### src/sv/caps_pkg.sv
// ----------------------------------------------------------------------------
// caps_pkg - shared types and constants of the circular arc point sampler
// Field widths, fixed-point constants, CORDIC arctangent table, FSM states.
// ----------------------------------------------------------------------------
package caps_pkg;

  // CORDIC iteration count and saturation width of centers and points
  localparam int CORDIC_STAGES = 16;
  localparam int COORD_WIDTH   = 32;

  // channel field widths
  localparam int OFS_W  = 24;
  localparam int FRAC_W = 17;
  localparam int DATA_W = 32;
  localparam int IDX_W  = 3;
  localparam int ANG_W  = 20;

  // serial multiplier operand and product widths
  localparam int OP_W   = 34;
  localparam int PROD_W = 2 * OP_W;

  // angle constants, Q3.16 radians
  localparam logic signed [20:0] PI_Q16      = 21'sd205887;
  localparam logic signed [20:0] HALF_PI_Q16 = 21'sd102944;
  localparam logic signed [20:0] TWO_PI_Q16  = 21'sd411775;

  // CORDIC start value in Q2.30 and Q16 to Q30 angle shift
  localparam logic signed [OP_W-1:0] CORDIC_GAIN = 34'sd652032874;
  localparam int Z_SHIFT = 14;

  // largest arc position
  localparam logic [30:0] POS_MAX = 31'h7FFF_FFFF;

  // arctangent of 2^-i in Q2.30
  localparam logic [29:0] ATAN_Q30 [32] = '{
    30'd843314857, 30'd497837829, 30'd263043837, 30'd133525159,
    30'd67021687,  30'd33543516,  30'd16775851,  30'd8388437,
    30'd4194283,   30'd2097149,   30'd1048576,   30'd524288,
    30'd262144,    30'd131072,    30'd65536,     30'd32768,
    30'd16384,     30'd8192,      30'd4096,      30'd2048,
    30'd1024,      30'd512,       30'd256,       30'd128,
    30'd64,        30'd32,        30'd16,        30'd8,
    30'd4,         30'd2,         30'd1,         30'd1
  };

  // action codes
  localparam logic ACT_START = 1'b0;

  // configuration register indexes
  typedef enum logic [IDX_W-1:0] {
    REG_REAR_POS_X     = 3'd0,
    REG_REAR_POS_Y     = 3'd1,
    REG_REAR_HEADING   = 3'd2,
    REG_REAR_PATH_DIST = 3'd3,
    REG_ARC_RADIUS     = 3'd4,
    REG_ARC_ANGLE      = 3'd5,
    REG_LANE_WIDTH     = 3'd6,
    REG_END_TOL        = 3'd7
  } cfg_reg_t;

  // sequencer states
  typedef enum logic [3:0] {
    S_IDLE, S_LEN, S_OFF, S_DIV, S_TH, S_MOD, S_FOLD,
    S_CORDIC, S_CX, S_CY, S_PX, S_PY, S_OUT
  } state_t;

  // status of an iterative unit
  typedef struct packed {
    logic busy;
    logic done;
  } unit_stat_t;

endpackage

### src/sv/caps_mul.sv
// ----------------------------------------------------------------------------
// caps_mul - bit-serial signed multiplier
// Shift-add on operand magnitudes, one multiplier bit per cycle, sign applied
// in a final cycle. Product is valid while stat.done is high.
// ----------------------------------------------------------------------------
module caps_mul import caps_pkg::*; (
  input  logic                     clk,
  input  logic                     rst_n,
  input  logic                     start,
  input  logic signed [OP_W-1:0]   a,
  input  logic signed [OP_W-1:0]   b,
  output unit_stat_t               stat,
  output logic signed [PROD_W-1:0] p
);

  localparam int CNT_W = $clog2(OP_W + 1);

  logic [OP_W-1:0]   mc_r, hi_r, lo_r;
  logic              neg_r;
  logic [CNT_W-1:0]  cnt_r;
  logic              busy_r, fin_r, done_r;
  logic signed [PROD_W-1:0] p_r;
  logic [OP_W:0]     sum;
  logic [PROD_W-1:0] prod;

  // one partial product per cycle
  always_comb begin
    sum  = {1'b0, hi_r} + (lo_r[0] ? {1'b0, mc_r} : '0);
    prod = {hi_r, lo_r};
  end

  // control
  always_ff @(posedge clk) begin
    if (!rst_n) begin
      busy_r <= 1'b0;
      fin_r  <= 1'b0;
      done_r <= 1'b0;
      cnt_r  <= '0;
    end else begin
      done_r <= fin_r;
      fin_r  <= 1'b0;
      if (start) begin
        busy_r <= 1'b1;
        cnt_r  <= CNT_W'(OP_W);
      end else if (busy_r) begin
        cnt_r <= cnt_r - 1'b1;
        if (cnt_r == CNT_W'(1)) begin
          busy_r <= 1'b0;
          fin_r  <= 1'b1;
        end
      end
    end
  end

  // datapath
  always_ff @(posedge clk) begin
    if (start) begin
      mc_r  <= a[OP_W-1] ? OP_W'(-a) : a;
      lo_r  <= b[OP_W-1] ? OP_W'(-b) : b;
      hi_r  <= '0;
      neg_r <= a[OP_W-1] ^ b[OP_W-1];
    end else if (busy_r) begin
      hi_r <= sum[OP_W:1];
      lo_r <= {sum[0], lo_r[OP_W-1:1]};
    end
    if (fin_r) begin
      p_r <= neg_r ? -$signed(prod) : $signed(prod);
    end
  end

  assign stat.busy = busy_r | fin_r;
  assign stat.done = done_r;
  assign p         = p_r;

endmodule

### config.mk
export PLATFORM = sky130hd
export DESIGN_NAME = caps_mul
export DESIGN_NICKNAME = d
export VERILOG_FILES = /design/src/sv/caps_pkg.sv /design/src/sv/caps_mul.sv
export SDC_FILE = /design/constraint.sdc
export NUM_CORES = 1
export LEC_CHECK = 0
export BUFFER_PORTS_ARGS = -buffer_cell sky130_fd_sc_hd__buf_2
export CORE_ASPECT_RATIO = 1.4
export CORE_UTILIZATION = 30
export CTS_CLUSTER_DIAMETER = 150
export DETAILED_ROUTE_END_ITERATION = 16
export GPL_TIMING_DRIVEN = 0
export PLACE_DENSITY_LB_ADDON = 0.15
export SLEW_MARGIN = 0
export SYNTH_ARGS = -nofsm -noshare
export SYNTH_HDL_FRONTEND = slang
export SYNTH_SLANG_ARGS = --single-unit
### constraint.sdc
create_clock -name clk -period 3.7 [get_ports clk]
set_clock_uncertainty 0.05 [all_clocks]
set_input_delay 0.925 -clock clk [delete_from_list [all_inputs] [get_ports clk]]
set_output_delay 0.925 -clock clk [all_outputs]
set_load 0.02 [all_outputs]
==> results of run 1 <==
## state kept, by name, summed over array words and instances, names as in the netlist, 6 cells and up
name   cells
lo_r      34
mc_r      34
hi_r      34
p         68
cnt_r      6
## layer usage
layer	track usage	vias up	routed length (um)
met5	0	-	0
met4	0.0837	0	1030
met3	0.0298	49	1250
met2	0.309	206	16000
met1	0.205	3985	13100
li1	-	4264	-
## kinds of logic after synthesis
family	after synthesis
AO/OA/AOI/OAI	251
buffers and inverters	70
flip-flops	180
multiplexers	23
adder cells (fa/ha/maj)	40
AND/OR/NAND/NOR	346
XOR/XNOR	164
## worst paths after layout
path             end  slack, ns  cells past startpoint
min reg2reg  hi_r[0]       0.48                      2
max reg2reg    p[63]       0.04                     12
min          hi_r[0]       0.48                      2
max            p[63]       0.04                     12
## per-stage QoR
step	cells	worst slack, ns	utilization	area (um^2)	total power [mW]
2_1_floorplan	1074	0.241	-	10800	3.24
3_3_place_gp	1670	-0.689	0.343	12100	3.61
3_5_place_dp	1670	-0.646	0.343	12100	3.61
4_1_cts	1706	-0.0443	0.363	12800	5.50
5_1_grt	1706	-0.0585	0.366	12900	5.73
6_report	1706	0.0364	0.366	12900	5.46
## what timing repair did
action | in CTS | in global routing
gates resized for setup | 15 | 24
cloned | 0 | 0
hold buffers | 0 | 0
buffers inserted | 5 | 3
pin swaps | 3 | 3
endpoints found under the setup margin | 39 | 20
## tightest hold or removal path: cells and delay by family, from the launching register on
family,cells,cell delay (ns)
flops,1,0.35
simple gates,1,0.10
compound gates,1,0.04
## cell usage in the layout, fill, tap and decap left out, types with 3 or more instances in the layout
cell / instances
nand2_1: 83
nand4_1: 8
o211ai_1: 3
o21a_1: 9
or2_1: 3
a211oi_1: 8
o41ai_1: 18
mux2_2: 5
o41ai_2: 4
inv_6: 6
a21oi_1: 66
inv_1: 23
buf_4: 9
dfxtp_1: 42
or4_4: 4
nor2b_1: 6
a21o_1: 14
or4_1: 15
nand2b_1: 11
mux2i_1: 18
nor3_1: 16
ha_1: 37
clkbuf_1: 32
or3_1: 18
a22o_1: 8
nand3_1: 16
xnor2_1: 114
or2_2: 3
nor2_1: 95
buf_2: 141
o31ai_2: 5
clkbuf_16: 17
xor2_1: 50
and2_1: 35
o21ai_0: 60
o31ai_1: 34
nor4_1: 12
or3_4: 5
edfxtp_1: 137
buf_1: 6
## power by group
part	leakage [nW]	total [mW]	switching (mW)	internal, mW
combinational	2.88	1.10	0.652	0.447
clock	0.283	1.87	0.856	1.01
sequential	1.64	2.50	0.138	2.36
total	4.80	5.46	1.65	3.81
## cell type report
cell class | count | area (um^2) | share of cell area
multi-input combinational | 824 | 5750 | 0.445
tap | 456 | 571 | 0.0442
sequential | 180 | 4980 | 0.385
buffer | 43 | 183 | 0.0141
clock buffer | 17 | 425 | 0.0329
timing repair buffer | 148 | 761 | 0.0589
clock inverter | 14 | 163 | 0.0126
inverter | 24 | 90.1 | 0.00697
==> impl_metrics.csv, run 1 <==
group,metric,value,unit
outcome,status,"completed",
floorplanning,die_x,163,um
synthesis,synth_fa_ha_area_frac,0.0469,
synthesis,synth_cell_types,60,
timing,fin_crit_sh,0.990,
synthesis,synth_cells,1074,
floorplanning,io_pins,141,
grt,antenna_found_initial,0,
synthesis,ys_top_cells_by_count,"edfxtp_1, xnor2_1, nor2_1, nand2_1, a21oi_1",
layout,area_growth_syn_to_layout,19.4,%
setup_path,crit_path_end_kind,"register",
setup_path,cp_top_family,"simple AND/OR/NAND/NOR gates",
timing,finalHoldViolations,0,
synthesis,synth_xor_area_frac,0.133,
setup_path,startpoint,"lo_r[0]",
pwr,p_leak,4.80,nW
setup_path,path_buf_inv,3,
floorplanning,initial_core_util,0.307,
detailed_routing,routedWlPerCell,18.4,um
floorplanning,row_count,81,
floorplanning,design.die.area,36900,um^2
timing,finalSetupTns,0,ns
placed_design,gp_congestion,0.900,
timing,fin_crit,3.66,ns
timing,fmax,273,MHz
pwr,ir_drop,0.309,mV
grt,grt_pass1_wl,48.3,mm
detailed_routing,wirelength,31.4,mm
timing,rsz0062_at_grt,"true",
synthesis,synth_compound_area_frac,0.152,
synthesis,synth_area_leaders,"edfxtp_1, xnor2_1, dfxtp_1",
setup_path,slowest_stage,"or4_4",
detailed_routing,drc_errors,0,
cts,cts-buffers-inserted,17,
layout,antenna_cells,0,
detailed_routing,vias_per_cell,4.98,
placed_design,io_buffers,140,
cts,clkSinkCount,180,
grt,grt_overflow_total,0,
cts,htreeDepth,4,
synthesis,yosysMostFrequentCell,"edfxtp_1",
setup_path,crit_chain,"buf_4 > or3_4 > nor4_4 > buf_4 > nand4b_1 > or4_4 > or2_1 > buf_2 > nor2_4 > nand4_1 > o21ai_0 > xnor2_1",
synthesis,synth_area_per_cell,10.1,um^2
synthesis,yosysSeqAreaShare,0.460,
setup_path,slowest_delay,0.57,ns
run,drv_cap,0,
setup_path,worstPathMaxFanout,7,
synthesis,synth_top_family_by_area,"simple AND/OR/NAND/NOR gates",
grt,first_global_vias,8569,
detailed_routing,final_antenna_net_count,0,
setup_path,worst_setup_path_start_kind,"register",
setup_path,crit_arrival,3.82,ns
timing,final_max_slew_viol_count,0,
cts,clkTransAtPathRegs,0.07,ns
detailed_routing,vias,8504,
synthesis,synth-edff-count,137,
setup_path,crit_type,"register to register",
setup_path,rr_startpoint,"lo_r[0]",
cts,root_buffer,"clkbuf_16",
grt,gr-usage-all-layers,0.176,
layout,nets,1349,
detailed_routing,firstDrtPassIters,5,
worst_hold_path,min_from,"hi_r[0]",
synthesis,synthMuxAreaShare,0.0218,
cts,clock_path_buffers,2,
synthesis,synth-simple-area-share,0.162,
cts,cts_tree,"built",
synthesis,yosysTopAreaCellShare,0.380,
timing,relSlewSlack,0.370,
placed_design,place_hpwl,24.5,mm
synthesis,synthArstFlopShare,0,
cts,clk_latency,0.47,ns
floorplanning,die_h,227,um
timing,worstMarginPinSlew,0.946,ns
timing,setup_violations,0,
synthesis,synth_top_area_cell,"edfxtp_1",
detailed_routing,drtIter0Drc,415,
synthesis,synth_warnings,0,
worst_hold_path,min_path_type,"register to register",
timing,hold_ws,0.481,ns
layout,drive_gt1_frac,0.187,
pwr,pwr_density_cell,423,nW/um^2
setup_path,cp_data_required_time,3.86,ns
synthesis,syn_nets,1185,
synthesis,synth-seq-cells,180,
layout,fillers,3640,
synthesis,synth_area,10800,um^2
synthesis,synth_ff_type,"edfxtp_1",
floorplanning,coreArea,35300,um^2
grt,grt_max_degree,71,
setup_path,cpMostUsedCell,"buf_4",
(Power assumes the default switching activity.)
==> run 2, diff against run 1 <==
SLEW_MARGIN = 20   (was 0)
clock period = 3.8 ns   (was 3.7 ns; I/O delays follow)
==> impl_metrics.csv, run 2 (synthesis gave the netlist of run 1 again) <==
group,metric,value,unit
placed_design,io_buffers,140,
placed_design,place_hpwl,24.7,mm
grt,first_global_vias,8621,
layout,fin_util,0.366,
cts,clk_latency,0.47,ns
setup_path,crit_chain,"or4_4 > or4_1 > nand2b_4 > or3_4 > nor4_1 > nand3_1 > or3_1 > o21ai_2 > xnor2_1",
detailed_routing,vias_per_cell,5.00,
timing,worstMarginPinSlew,0.905,ns
pwr,pwr_density_cell,418,nW/um^2
detailed_routing,drtIter0Drc,404,
setup_path,cp_data_required_time,3.96,ns
detailed_routing,final_antenna_net_count,0,
pwr,p_leak,4.80,nW
cts,cts_hold_buf,0,
detailed_routing,routedWlPerCell,18.5,um
grt,grt_max_degree,41,
floorplanning,die_x,163,um
timing,fin_crit_sh,0.970,
floorplanning,io_pins,141,
cts,root_buffer,"clkbuf_16",
timing,fin_ws,0.115,ns
setup_path,worst_setup_path_start_kind,"register",
detailed_routing,wirelength,31.6,mm
placed_design,place_area,12100,um^2
detailed_routing,vias,8537,
layout,drive_gt1_frac,0.181,
setup_path,slowest_stage,"or4_4",
placed_design,gp_congestion,0.900,
timing,relSlewSlack,0.396,
timing,finalSetupTns,0,ns
layout,final_area,12900,um^2
placed_design,place_ws,-0.547,ns
pwr,ir_drop,0.289,mV
layout,largest_reg_flops,68,
cts,clkTransAtPathRegs,0.07,ns
timing,final_max_slew_viol_count,0,
setup_path,crit_arrival,3.84,ns
cts,htreeDepth,4,
setup_path,slowest_delay,0.60,ns
grt,antenna_found_initial,0,
detailed_routing,firstDrtPassIters,5,
cts,cts_tree,"built",
worst_hold_path,min_path_type,"register to register",
timing,rsz0062_at_grt,"true",
timing,finalHoldViolations,0,
setup_path,crit_type,"register to register",
grt,gr-usage-all-layers,0.177,
layout,nets,1349,
timing,fmax,271,MHz
outcome,status,"completed",
floorplanning,design.die.area,36900,um^2
timing,fin_crit,3.69,ns
setup_path,crit_path_end_kind,"register",
layout,antenna_cells,0,
layout,final_cell_mix,"buf_2, edfxtp_1, xnor2_1",
floorplanning,coreArea,35300,um^2
floorplanning,row_count,81,
floorplanning,die_h,227,um
cts,clock_path_buffers,2,
setup_path,worstPathMaxFanout,5,
timing,setup_violations,0,
detailed_routing,drc_errors,0,
layout,layout_commonest_cell,"buf_2",
cts,clkSinkCount,180,
floorplanning,initial_core_util,0.307,
grt,grt_overflow_total,0,
grt,grt_pass1_wl,48.3,mm
timing,hold_ws,0.471,ns
layout,area_growth_syn_to_layout,19.3,%
cts,cts-buffers-inserted,17,
run,drv_cap,0,
[run 2: worst max-delay path: cells and delay by family, from the launching register on]
family          cells  cell delay [ns]
simple gates        7             2.73
flops               1             0.44
compound gates      1             0.15
xor+xnor            1             0.08
[run 2: final timing paths]
check                              start       end  slack (ns)  cells past startpoint
worst min register to register  hi_r[33]  hi_r[33]        0.47                      2
worst min-delay path            hi_r[33]  hi_r[33]        0.47                      2
worst max register to register  lo_r[31]     p[66]        0.11                      9
worst max-delay path            lo_r[31]     p[66]        0.11                      9
[run 2: metrics by stage]
step	cells	power [mW]
6_report	1707	5.40
5_1_grt	1707	5.66
4_1_cts	1706	5.45
3_5_place_dp	1672	3.52
3_3_place_gp	1670	3.51
2_1_floorplan	1074	3.16
[run 2: what timing repair did]
action	CTS	global route
pin swaps	1	2
setup endpoints to repair	34	15
hold endpoints to repair	0	0
setup buffers	2	3
cloned	0	0
resized for setup	10	15
[run 2: area by class of cell]
class	instances	area (um^2)
Fill cell	3643	22400
Multi-Input combinational cell	824	5690
Sequential cell	180	4980
Timing Repair Buffer	147	778
Tap cell	456	571
Clock buffer	18	429
Clock inverter	14	193
Buffer	44	181
Inverter	24	90.1
[run 2: report_power, final]
group	switching, mW	internal [mW]	total (mW)
clock	0.848	1.06	1.91
sequential	0.133	2.29	2.43
combinational	0.631	0.434	1.07
total	1.61	3.79	5.40
[run 2: metal layers]
| metal | global-route usage | part of all wire | vias up |
|---|---|---|---|
| met4 | 0.0825 | 0.029 | 0 |
| met2 | 0.318 | 0.52 | 212 |
| li1 | - | - | 4264 |
| met1 | 0.203 | 0.42 | 4016 |
| met5 | 0 | 0 | - |
| met3 | 0.0258 | 0.035 | 45 |
