## src/sv/caps_pkg.sv

```systemverilog
// ----------------------------------------------------------------------------
// caps_pkg - shared types and constants of the circular arc point sampler
// Field widths, fixed-point constants, CORDIC arctangent table, FSM states.
// ----------------------------------------------------------------------------
package caps_pkg;

  // CORDIC iteration count and saturation width of centers and points
  localparam int CORDIC_STAGES = 16;
  localparam int COORD_WIDTH   = 32;

  // channel field widths
  localparam int OFS_W  = 24;
  localparam int FRAC_W = 17;
  localparam int DATA_W = 32;
  localparam int IDX_W  = 3;
  localparam int ANG_W  = 20;

  // serial multiplier operand and product widths
  localparam int OP_W   = 34;
  localparam int PROD_W = 2 * OP_W;

  // angle constants, Q3.16 radians
  localparam logic signed [20:0] PI_Q16      = 21'sd205887;
  localparam logic signed [20:0] HALF_PI_Q16 = 21'sd102944;
  localparam logic signed [20:0] TWO_PI_Q16  = 21'sd411775;

  // CORDIC start value in Q2.30 and Q16 to Q30 angle shift
  localparam logic signed [OP_W-1:0] CORDIC_GAIN = 34'sd652032874;
  localparam int Z_SHIFT = 14;

  // largest arc position
  localparam logic [30:0] POS_MAX = 31'h7FFF_FFFF;

  // arctangent of 2^-i in Q2.30
  localparam logic [29:0] ATAN_Q30 [32] = '{
    30'd843314857, 30'd497837829, 30'd263043837, 30'd133525159,
    30'd67021687,  30'd33543516,  30'd16775851,  30'd8388437,
    30'd4194283,   30'd2097149,   30'd1048576,   30'd524288,
    30'd262144,    30'd131072,    30'd65536,     30'd32768,
    30'd16384,     30'd8192,      30'd4096,      30'd2048,
    30'd1024,      30'd512,       30'd256,       30'd128,
    30'd64,        30'd32,        30'd16,        30'd8,
    30'd4,         30'd2,         30'd1,         30'd1
  };

  // action codes
  localparam logic ACT_START = 1'b0;

  // configuration register indexes
  typedef enum logic [IDX_W-1:0] {
    REG_REAR_POS_X     = 3'd0,
    REG_REAR_POS_Y     = 3'd1,
    REG_REAR_HEADING   = 3'd2,
    REG_REAR_PATH_DIST = 3'd3,
    REG_ARC_RADIUS     = 3'd4,
    REG_ARC_ANGLE      = 3'd5,
    REG_LANE_WIDTH     = 3'd6,
    REG_END_TOL        = 3'd7
  } cfg_reg_t;

  // sequencer states
  typedef enum logic [3:0] {
    S_IDLE, S_LEN, S_OFF, S_DIV, S_TH, S_MOD, S_FOLD,
    S_CORDIC, S_CX, S_CY, S_PX, S_PY, S_OUT
  } state_t;

  // status of an iterative unit
  typedef struct packed {
    logic busy;
    logic done;
  } unit_stat_t;

endpackage

```

## src/sv/caps_cordic.sv

```systemverilog
// ----------------------------------------------------------------------------
// caps_cordic - iterative CORDIC rotation
// One micro-rotation per cycle on Q2.30 values; the angle comes in already
// folded into +-pi/2 with a flag that negates both results.
// ----------------------------------------------------------------------------
module caps_cordic import caps_pkg::*; (
  input  logic                   clk,
  input  logic                   rst_n,
  input  logic                   start,
  input  logic signed [ANG_W-1:0] ang,
  input  logic                   neg,
  output unit_stat_t             stat,
  output logic signed [OP_W-1:0] cs,
  output logic signed [OP_W-1:0] sn
);

  localparam int IT_W = $clog2(CORDIC_STAGES + 1);

  logic signed [OP_W-1:0] x_r, y_r, z_r, cs_r, sn_r;
  logic signed [OP_W-1:0] dx, dy, at;
  logic [IT_W-1:0]        i_r;
  logic                   neg_r, busy_r, fin_r, done_r;

  // shifted terms and table angle of this iteration
  always_comb begin
    dx = y_r >>> i_r;
    dy = x_r >>> i_r;
    at = $signed({{(OP_W-30){1'b0}}, ATAN_Q30[5'(i_r)]});
  end

  // control
  always_ff @(posedge clk) begin
    if (!rst_n) begin
      busy_r <= 1'b0;
      fin_r  <= 1'b0;
      done_r <= 1'b0;
      i_r    <= '0;
    end else begin
      done_r <= fin_r;
      fin_r  <= 1'b0;
      if (start) begin
        busy_r <= 1'b1;
        i_r    <= '0;
      end else if (busy_r) begin
        i_r <= i_r + 1'b1;
        if (i_r == IT_W'(CORDIC_STAGES - 1)) begin
          busy_r <= 1'b0;
          fin_r  <= 1'b1;
        end
      end
    end
  end

  // rotation datapath
  always_ff @(posedge clk) begin
    if (start) begin
      x_r   <= CORDIC_GAIN;
      y_r   <= '0;
      z_r   <= OP_W'(ang) <<< Z_SHIFT;
      neg_r <= neg;
    end else if (busy_r) begin
      if (!z_r[OP_W-1]) begin
        x_r <= x_r - dx;
        y_r <= y_r + dy;
        z_r <= z_r - at;
      end else begin
        x_r <= x_r + dx;
        y_r <= y_r - dy;
        z_r <= z_r + at;
      end
    end
    if (fin_r) begin
      cs_r <= neg_r ? -x_r : x_r;
      sn_r <= neg_r ? -y_r : y_r;
    end
  end

  assign stat.busy = busy_r | fin_r;
  assign stat.done = done_r;
  assign cs        = cs_r;
  assign sn        = sn_r;

endmodule

```

## config.mk

```make
export PLATFORM = sky130hd
export DESIGN_NAME = caps_cordic
export DESIGN_NICKNAME = d
export VERILOG_FILES = /design/src/sv/caps_pkg.sv /design/src/sv/caps_cordic.sv
export SDC_FILE = /design/constraint.sdc
export NUM_CORES = 1
export LEC_CHECK = 0
export BUFFER_PORTS_ARGS = -buffer_cell sky130_fd_sc_hd__buf_4
export CELL_PAD_IN_SITES_DETAIL_PLACEMENT = 1
export CELL_PAD_IN_SITES_GLOBAL_PLACEMENT = 2
export CORE_MARGIN = 2
export CORE_UTILIZATION = 40
export CTS_CLUSTER_SIZE = 10
export DETAILED_ROUTE_END_ITERATION = 10
export HOLD_SLACK_MARGIN = 0.03
export PLACE_DENSITY_LB_ADDON = 0.3
export SLEW_MARGIN = 20
export SYNTH_ARGS = -nofsm -noshare
export SYNTH_HDL_FRONTEND = slang
export SYNTH_SLANG_ARGS = --single-unit
```

## constraint.sdc

```tcl
create_clock -name clk -period 7.9 [get_ports clk]
set_input_delay 1.58 -clock clk [delete_from_list [all_inputs] [get_ports clk]]
set_output_delay 1.58 -clock clk [all_outputs]
set_load 0.01 [all_outputs]
```

==> results.md, run 1 <==
- Status: completed
- Die X-Extent: between 200 and 250 um
- Synthesized flop and latch total: 179
- Initial antenna violation count: 4
- Worst Setup Start Kind: flip-flop
- ANT nets after route: 0
- Post-CTS Setup Bufs: 0
- Max-slew violation count: 0
- Layout net count: 2409
- I/O pins: 94
- Clk_lat worst skew: 0.51 ns
- Worst R2R Path Depth: 22
- Vias in the first global route: 18700
- DP Wirelength: 58600 um
- Die height: 223 um
- R2R Path Start: i_r[1]
- Worst vdd ir: 0.000145 V
- Worst R2R End: y_r[33]
- Total power: roughly 0.0074 W
- Max Clock Freq: 139 MHz
- Required time worst endpoint: about 8.3 ns
- Post-synthesis net count: 2394
- Via count: 18400
- Crit share post-route: 0.909
- GR Util All Layers: 0.312
- Warnings from Yosys: 0
- Crit path launch: i_r[1]
- Area growth syn-to-layout: 9.61%
- Via/cell ratio: 6.35
- Routability cong.: 1.01
- Ys flop type: dfxtp_1
- Leakage Power: 8.28 nW
- Power density over cell area: roughly 350 nW/um^2
- Core Region: 47400 um^2
- Final core utilization: 0.442
- Crit Path Max Fanout: 49
- Root buf cell: clkbuf_16
- Endpoint type of the worst setup path: flip-flop
- Slew HR: 0.233
- First-pass GRT wire length: 117000 um
- Fin. Hold Viols: 0
- Setup-failing EPs final: 0
- Cell Rows: 80
- Hold WC Path Type: flip-flop to flip-flop
- Sequential share of the synthesized area: 0.234
- Fin crit period: about 7 ns
- Starting Density: 0.404
- Setup TNS: 0 ns
- TritonCTS Sinks: around 180
- Clk_skew: roughly 0.015 ns
- Final wirelength: between 70000 and 80000 um
- Number of max-cap violations: 0
- Layout cells sized above 1: 0.151
- DRC: 0
- Die area: 49600 um^2
- Clk pin slew, worst setup/hold paths: approximately 0.090 ns
- TritonCTS clock tree: yes
- Worst Setup EP: y_r[33]
- Asr flop ratio synth: 0
- Num CTS Buffers: 17
- Setup Crit Path Kind: flip-flop to flip-flop
- Hold buffers post-CTS: 0
- RSZ-0062 raised after global routing: no
- Synth cell types: between 90 and 100
- Largest net degree at the start of global routing: 66
- EDFF count, synth: between 80 and 90
- Arr. time, crit path: 7.58 ns
- Clock Path Buffers: 2
- Fill cells: around 5500
- R2R Setup Slk: slightly above 0.7 ns
- Worst-Margin Slew: 1.15 ns
- Starting DRT DRC Count: 1472
- Mapped Cells: between 2000 and 2500
- Per-cell routed wire length: 26.8 um
- DR pass1 iterations: 7
- Synthesized cell area: 19100 um^2
- ANT cells: 0
- H-tree levels: 4
- Synthesized area per cell: around 8.5 um^2
- Grt total ovfl: 0
- Port Buf Inserts: 93
- Post_cts resized: 0
==> cells by family after synthesis <==
kind of cell / count (synthesis) / share of synthesized area
adder cells (fa/ha/maj): 119 / 0.0789
buffers and inverters: 218 / 0.0513
flip-flops: 179 / 0.234
AO/OA/AOI/OAI: 633 / 0.212
multiplexers: 187 / 0.143
AND/OR/NAND/NOR: 677 / 0.171
XOR/XNOR: 238 / 0.109
==> power breakdown <==
group | total (W) | switching, W | internal, W | leakage, nW
Combinational | 0.00485 | 0.00282 | 0.00203 | 6.42
Clock | 0.000925 | 0.000470 | 0.000455 | 0.289
Sequential | 0.00166 | 0.000480 | 0.00118 | 1.58
==> cell usage after synthesis (8+ instances only) <==
cell | instances | area [um^2]
a21o_1 | 48 | 360
dfxtp_1 | 90 | 1800
xor2_1 | 94 | 823
or4_1 | 11 | 82.6
o21bai_1 | 8 | 60.1
and3_1 | 24 | 150
and2_1 | 24 | 150
buf_1 | 18 | 67.6
or3_1 | 22 | 138
buf_6 | 14 | 158
mux2_2 | 35 | 394
nor2_1 | 187 | 702
nand2_1 | 202 | 758
o21a_1 | 19 | 143
xnor2_1 | 143 | 1250
nor3_1 | 44 | 220
nand4_1 | 14 | 87.6
nand3_1 | 44 | 220
ha_1 | 116 | 1450
nor2b_1 | 16 | 100
a31oi_1 | 41 | 257
o22ai_1 | 14 | 87.6
o31ai_1 | 21 | 158
buf_2 | 29 | 145
o41ai_1 | 12 | 105
inv_1 | 48 | 180
mux4_2 | 66 | 1490
or2_2 | 13 | 81.3
a211oi_1 | 19 | 143
o21ai_0 | 151 | 756
o211ai_1 | 20 | 150
a22oi_1 | 9 | 67.6
nor4_1 | 11 | 68.8
edfxtp_1 | 89 | 2670
nand2b_1 | 32 | 200
mux2i_1 | 84 | 841
a22o_1 | 8 | 70.1
a21oi_1 | 174 | 871
clkbuf_1 | 96 | 360
==> worst min-delay path by stage <==
stage | from | to | slack, ns | cells after the start
floorplan | z_r[11] | z_r[11] | 0.43 | 2
global placement | z_r[12] | z_r[12] | 0.45 | 2
detailed placement | z_r[11] | z_r[11] | 0.46 | 2
CTS | z_r[11] | z_r[11] | 0.47 | 2
global route | z_r[11] | z_r[11] | 0.51 | 2
finish | z_r[11] | z_r[11] | 0.47 | 2
==> cell type report <==
type / count / area (um^2) / share of cell area
Tap cell: 615 / 769 / 0.0367
Inverter: 55 / 206 / 0.00984
Multi-Input combinational cell: 1854 / 13700 / 0.653
Clock inverter: 15 / 184 / 0.00876
Sequential cell: 179 / 4500 / 0.214
Timing Repair Buffer: 159 / 1210 / 0.0575
Clock buffer: 17 / 425 / 0.0203
==> layout by cell type, fill, tap and decap left out, drive strengths merged, types with 20 or more instances in the layout <==
cell / synthesis / final
nand2: 203 / 203
nor2: 188 / 188
a21oi: 175 / 175
buf: 67 / 159
o21ai: 157 / 157
xnor2: 144 / 144
ha: 116 / 116
xor2: 94 / 94
dfxtp: 90 / 90
edfxtp: 89 / 89
mux2i: 84 / 84
mux4: 66 / 66
inv: 53 / 60
a21o: 48 / 48
nor3: 46 / 46
nand3: 44 / 44
a31oi: 41 / 41
mux2: 37 / 37
nand2b: 32 / 32
and2: 24 / 24
and3: 24 / 24
or3: 22 / 22
o31ai: 21 / 21
o211ai: 20 / 20
a211oi: 20 / 20
==> stage by stage <==
step	cells	hold WS (ns)	area [um^2]	setup WS (ns)
global route	2894	0.506	21000	0.139
finish	2894	0.470	21000	0.721
global placement	2862	0.445	20400	1.13
CTS	2894	0.473	21000	0.819
floorplan	2251	0.432	19100	2.11
detailed placement	2862	0.455	20400	0.853
==> layer usage <==
metal  wire length [um]  track usage  part of all wire  up-vias
li1                   -            -                 -     8360
met1              32800        0.397              0.42     9191
met4               3560        0.149             0.046        2
met2              36200        0.518              0.47      677
met5                 10            0           0.00013        -
met3               4950       0.0491             0.064      157
==> worst max-delay path, stage by stage, from the launching register on <==
cell,delay [ns]
dfxtp_4,0.86
buf_4,0.49
mux4_2,0.59
mux2i_1,0.26
o21ai_1,0.13
a221oi_2,0.40
nand2_1,0.16
or3_1,0.41
nor3_1,0.53
a41o_1,0.28
xnor2_1,0.07
ha_1,0.41
nand4_1,0.15
nor3_1,0.32
and2_1,0.21
o211ai_1,0.10
and3_1,0.26
o21ai_0,0.40
a31oi_1,0.19
o21ai_0,0.23
nand2_1,0.07
mux2i_1,0.16
mux2_1,0.33
==> sequential cells by signal, indices dropped and copies added (netlist names) <==
register,count
fin_r,1
cs,34
y_r,34
busy_r,1
i_r,5
x_r,34
neg_r,1
done_r,1
z_r,34
sn,34
Note: power is estimated with default switching activity, not from simulation.
==> run 2: changes to the inputs <==
--- a/config.mk
+++ b/config.mk
@@ -8,6 +8,7 @@
 export BUFFER_PORTS_ARGS = -buffer_cell sky130_fd_sc_hd__buf_4
 export CELL_PAD_IN_SITES_DETAIL_PLACEMENT = 1
 export CELL_PAD_IN_SITES_GLOBAL_PLACEMENT = 2
+export CORE_ASPECT_RATIO = 1.5
 export CORE_MARGIN = 2
 export CORE_UTILIZATION = 40
 export CTS_CLUSTER_SIZE = 10
==> results.md, run 2 (synthesis results as in run 1) <==
- Status: completed
- Setup Crit Path Kind: flip-flop to flip-flop
- Layout cells sized above 1: 0.153 (+0.00297)
- Hold Path End: z_r[11]
- Worst path cell trace: inv_2 -> buf_4 -> mux2_2 -> a222oi_1 -> nand3_1 -> and4b_1 -> and3_1 -> and3_1 -> nor2_1 -> xnor2_1 -> ha_1 -> a21o_1 -> a2111oi_0 -> nor3_1 -> a221oi_1 -> o21ai_0 -> a221o_1 -> a211oi_1 -> xnor2_1 -> a211oi_1 -> a31o_1
- Post_cts resized: 0 (unchanged)
- Cell Rows: 98 (+23%)
- Core Region: 47500 um^2 (about the same)
- Layout net count: 2417 (+0.33%)
- Fin. Hold Viols: 0 (unchanged)
- R2R Path Start: i_r[0]
- Required time worst endpoint: 8.27 ns (-0.03 ns)
- Routability cong.: 0.993 (-1.3%)
- Hold WC Path Type: flip-flop to flip-flop
- Worst path slowest cell: dfxtp_4
- Starting DRT DRC Count: 994 (-32%)
- DRC: 0 (unchanged)
- Slowest stage delay, CP: 0.90 ns (+0.04 ns)
- Power density over cell area: 351 nW/um^2 (-0.89%)
- Crit share post-route: 0.915 (+0.00588)
- Worst R2R End: x_r[33]
- Starting Density: 0.403 (about the same)
- DR pass1 iterations: 5 (-2)
- Die X-Extent: 183 um (-18%)
- Most common cell after layout, fill and taps aside: nand2_1
- Crit Path Max Fanout: 53 (+8.2%)
- Via count: 18300 (-0.51%)
- Met2 WL: 40700 um (+12%)
- Per-cell routed wire length: 27.6 um (+3.0%)
- Grt total ovfl: 0 (unchanged)
- DP Wirelength: 62300 um (+6.3%)
- Worst vdd ir: 0.000154 V (+5.9%)
- H-tree levels: 4 (unchanged)
- Met3 WL: 3380 um (-32%)
- TritonCTS clock tree: yes
- Initial antenna violation count: 3 (-1)
- Worst Setup Start Kind: flip-flop
- Post-CTS Setup Bufs: 0 (unchanged)
- Clk_lat worst skew: 0.49 ns (-0.02 ns)
- Die area: 49700 um^2 (about the same)
- Placed Cells: 2855 (-0.24%)
- Die height: 272 um (+22%)
- Setup TNS: 0 ns (unchanged)
- Clk pin slew, worst setup/hold paths: 0.09 ns (about the same)
- Arr. time, crit path: 7.59 ns (about the same)
- TritonCTS Sinks: 179 (unchanged)
- Root buf cell: clkbuf_16
- Final wirelength: 79600 um (+2.7%)
- Commonest non-fill, non-tap cells in the layout: nand2_1 (202), nor2_1 (186), a21oi_1 (174), buf_4 (167), o21ai_0 (151)
- Setup-failing EPs final: 0 (unchanged)
- Leakage Power: 8.33 nW (+0.56%)
- Slew HR: 0.236 (+0.00276)
- ANT nets after route: 0 (unchanged)
- Fin crit period: 7.23 ns (+0.0465 ns)
- Hold buffers post-CTS: 0 (unchanged)
- Clock Path Buffers: 2 (unchanged)
- Worst-Margin Slew: 1.14 ns (-0.00412 ns)
- I/O pins: 94 (unchanged)
- Largest net degree at the start of global routing: 69 (+4.5%)
- RSZ-0062 raised after global routing: no
- Num CTS Buffers: 17 (unchanged)
- Clk_skew: 0.0230 ns (+0.00816 ns)
- M1 WL: 30300 um (-7.7%)
- Endpoint type of the worst setup path: flip-flop
- R2R Setup Slk: 0.67 ns (-0.05 ns)
- Number of max-cap violations: 0 (unchanged)
- GR Util All Layers: 0.321 (+0.00815)
- Max-slew violation count: 0 (unchanged)
- First-pass GRT wire length: 119000 um (+1.5%)
- Post-route insts no fill: 2887 (-0.24%)
- Vias in the first global route: 18800 (+0.67%)
- Via/cell ratio: 6.34 (-0.26%)
- Hold Path Stages: 2 (unchanged)
- Hold_sp: z_r[11]
- Uppermost layer routed: met5
- Area growth syn-to-layout: 9.71% (about the same)
- Max Clock Freq: 138 MHz (-0.64%)
- ANT cells: 0 (unchanged)
- Worst R2R Path Depth: 21 (-4.5%)
- Port Buf Inserts: 93 (unchanged)
run 2: critical path, delay by kind of cell, from the launching register on:
kind | cells | cell delay [ns]
compound gates | 9 | 2.83
simple gates | 6 | 1.56
flops | 1 | 0.90
buf+inv | 2 | 0.68
mux | 1 | 0.42
fa+ha+maj | 1 | 0.35
xor+xnor | 2 | 0.34
run 2: through the flow:
stage	total power [W]	utilization	hold slack, ns	area [um^2]	setup slack [ns]
CTS	0.00735	0.443	0.488	21000	0.731
floorplan	0.00502	-	0.432	19100	2.11
global route	0.00790	0.443	0.514	21000	0.131
detailed placement	0.00643	0.430	0.469	20400	0.784
global placement	0.00630	0.430	0.452	20400	0.968
finish	0.00738	0.443	0.484	21000	0.674
run 2: metal layers:
metal	GRT usage	vias to the layer above
li1	-	8377
met1	0.351	9183
met2	0.583	538
met3	0.0431	194
met4	0.196	2
met5	0	-
run 2: power by group:
| group | total [W] | switching (W) | internal (W) |
|---|---|---|---|
| logic | 0.00483 | 0.00280 | 0.00203 |
| clock network | 0.000888 | 0.000460 | 0.000428 |
| registers | 0.00166 | 0.000476 | 0.00118 |
| total | 0.00738 | 0.00374 | 0.00364 |
run 2: worst max-delay path by stage:
stage	from	to	cells past startpoint
detailed placement	i_r[1]	y_r[33]	23
floorplan	i_r[0]	z_r[31]	28
global route	i_r[1]	y_r[33]	23
global placement	i_r[1]	y_r[33]	23
finish	i_r[0]	x_r[33]	21
CTS	i_r[1]	y_r[33]	23
run 2: final cells by class:
type,instances,area [um^2]
fillers,5598,26400
multi-input cells,1854,13700
clock buffers,17,425
inverters,55,206
repair buffers,167,1250
well taps,600,751
clock inverters,15,171
flip-flops and latches,179,4500
==> run 3: changes to the inputs <==
--- a/config.mk
+++ b/config.mk
@@ -10,7 +10,7 @@
 export CELL_PAD_IN_SITES_GLOBAL_PLACEMENT = 2
 export CORE_ASPECT_RATIO = 1.5
 export CORE_MARGIN = 2
-export CORE_UTILIZATION = 40
+export CORE_UTILIZATION = 43
 export CTS_CLUSTER_SIZE = 10
 export DETAILED_ROUTE_END_ITERATION = 10
 export HOLD_SLACK_MARGIN = 0.03
==> constraint.sdc (replaced) <==
create_clock -name clk -period 8.6 [get_ports clk]
set_input_delay 1.72 -clock clk [delete_from_list [all_inputs] [get_ports clk]]
set_output_delay 1.72 -clock clk [all_outputs]
set_load 0.01 [all_outputs]
==> results.md, run 3 (synthesis results as in run 1) <==
- Status: completed
- Starting Density: 0.436 (+0.0330)
- Root buf cell: clkbuf_16
- Area growth syn-to-layout: 8.27%
- Crit path launch: i_r[1]
- Clk_skew: 0.0121 ns (-0.0109 ns)
- Port Buf Inserts: 93 (unchanged)
- Crit share post-route: 0.858 (-0.0569)
- RSZ-0062 raised after global routing: no
- Commonest non-fill, non-tap cells in the layout: nand2_1 (201), nor2_1 (186), a21oi_1 (174), o21ai_0 (151), xnor2_1 (143)
- Starting DRT DRC Count: 1197 (+20%)
- TritonCTS clock tree: yes
- Setup-failing EPs final: 0 (unchanged)
- Per-cell routed wire length: 27.4 um (-0.54%)
- DRC: 0 (unchanged)
- Cell Rows: 94 (-4.1%)
- DP Wirelength: 60300 um (-3.2%)
- Via/cell ratio: 6.45 (+1.9%)
- Fill cells: 5241 (-6.4%)
- Required time worst endpoint: 8.98 ns (+0.71 ns)
- DR pass1 iterations: 5 (unchanged)
- I/O pins: 94 (unchanged)
- Setup TNS: 0 ns (unchanged)
- Crit Path Max Fanout: 48 (-9.4%)
- WHS: 0.471 ns (-0.0131 ns)
- TritonCTS Sinks: 179 (unchanged)
- Hold_sp: z_r[5]
- Routability cong.: 1.02 (+2.6%)
- Worst vdd ir: 0.000161 V (+4.8%)
- Arr. time, crit path: 7.76 ns (+0.17 ns)
- Worst-Margin Slew: 1.02 ns (-0.120 ns)
- Worst Setup Start Kind: flip-flop
- Setup Crit Path Kind: flip-flop to flip-flop
- Vias in the first global route: 19100 (+1.7%)
- Num CTS Buffers: 17 (unchanged)
- Fin. Hold Viols: 0 (unchanged)
- Endpoint type of the worst setup path: flip-flop
- Post_cts resized: 0 (unchanged)
- Leakage Power: 8.16 nW (-2.0%)
- Die area: 46300 um^2 (-6.9%)
- H-tree levels: 4 (unchanged)
- Core Region: 43900 um^2 (-7.6%)
- Hold WC Path Type: flip-flop to flip-flop
- Slew HR: 0.316 (+0.0803)
- Clk_lat worst skew: 0.49 ns (about the same)
- Clock Path Buffers: 2 (unchanged)
- Final wirelength: 77800 um (-2.3%)
- Die height: 262 um (-3.5%)
- Power density over cell area: 326 nW/um^2 (-7.1%)
- R2R Path Start: i_r[1]
- First-pass GRT wire length: 117000 um (-1.3%)
- Most common cell after layout, fill and taps aside: nand2_1
- Die X-Extent: 176 um (-3.5%)
- Final core utilization: 0.473 (+0.0299)
- Initial antenna violation count: 2 (-1)
- Post-CTS Setup Bufs: 0 (unchanged)
- Layout cells sized above 1: 0.141 (-0.0122)
- Total power: 0.00676 W (-8.3%)
- ANT nets after route: 0 (unchanged)
- GR Util All Layers: 0.338 (+0.0171)
- Largest net degree at the start of global routing: 79 (+14%)
- Fin crit period: 7.38 ns (+0.151 ns)
- Max Clock Freq: 136 MHz (-2.0%)
- Via count: 18300 (+0.022%)
- Max-slew violation count: 0 (unchanged)
- Hold buffers post-CTS: 0 (unchanged)
- Clk pin slew, worst setup/hold paths: 0.08 ns (about the same)
- Layout net count: 2388 (-1.2%)
- Number of max-cap violations: 0 (unchanged)
- Grt total ovfl: 0 (unchanged)
==> run 3: area by class of cell <==
cell class              count  area (um^2)  area share
multi-input cells        1854        13700       0.661
flip-flops and latches    179         4500       0.217
repair buffers            138         1040      0.0500
well taps                 576          721      0.0348
clock buffers              21          450      0.0217
inverters                  55          206     0.00996
clock inverters            11          118     0.00567
diodes                      1         2.50    0.000121
==> run 3: final timing paths <==
path	slack [ns]	endpoint	cells after the start
min	0.47	z_r[5]	2
min reg2reg	0.47	z_r[5]	2
max reg2reg	1.22	x_r[33]	23
max	1.22	x_r[33]	23
==> run 3: metrics by stage <==
step	instances	area (um^2)	setup WS (ns)
after floorplan	2251	19100	2.81
after global placement	2802	20200	1.53
after detailed placement	2802	20200	1.25
after CTS	2834	20700	1.23
after global routing	2834	20700	0.651
final	2835	20700	1.22
==> run 3: per-layer routing <==
metal / track usage / routed length, um
met1: 0.347 / 27300
met2: 0.604 / 39800
met4: 0.273 / 7310
met3: 0.0472 / 3390
met5: 0 / 0
==> run 3: report_power, final <==
part	switching, W	internal [W]
Sequential	0.000482	0.00108
Clock	0.000396	0.000414
Combinational	0.00255	0.00184
==> run 3: critical path: stages (launching register included) <==
cell and delay, ns:
dfxtp_4 0.83, buf_4 0.48, mux4_2 0.65, a32oi_1 0.23
nand4_1 0.12, nor3_1 0.68, nand3_1 0.20, nor2_1 0.25
nand3_1 0.17, nor2_1 0.30, a31oi_1 0.16, xnor2_1 0.18
ha_1 0.33, a21o_1 0.20, a21o_1 0.21, a2111oi_0 0.44
nor3_1 0.12, a221oi_1 0.26, o21ai_0 0.21, a221o_1 0.42
a211oi_1 0.29, xnor2_1 0.20, a211oi_1 0.12, a31o_1 0.20
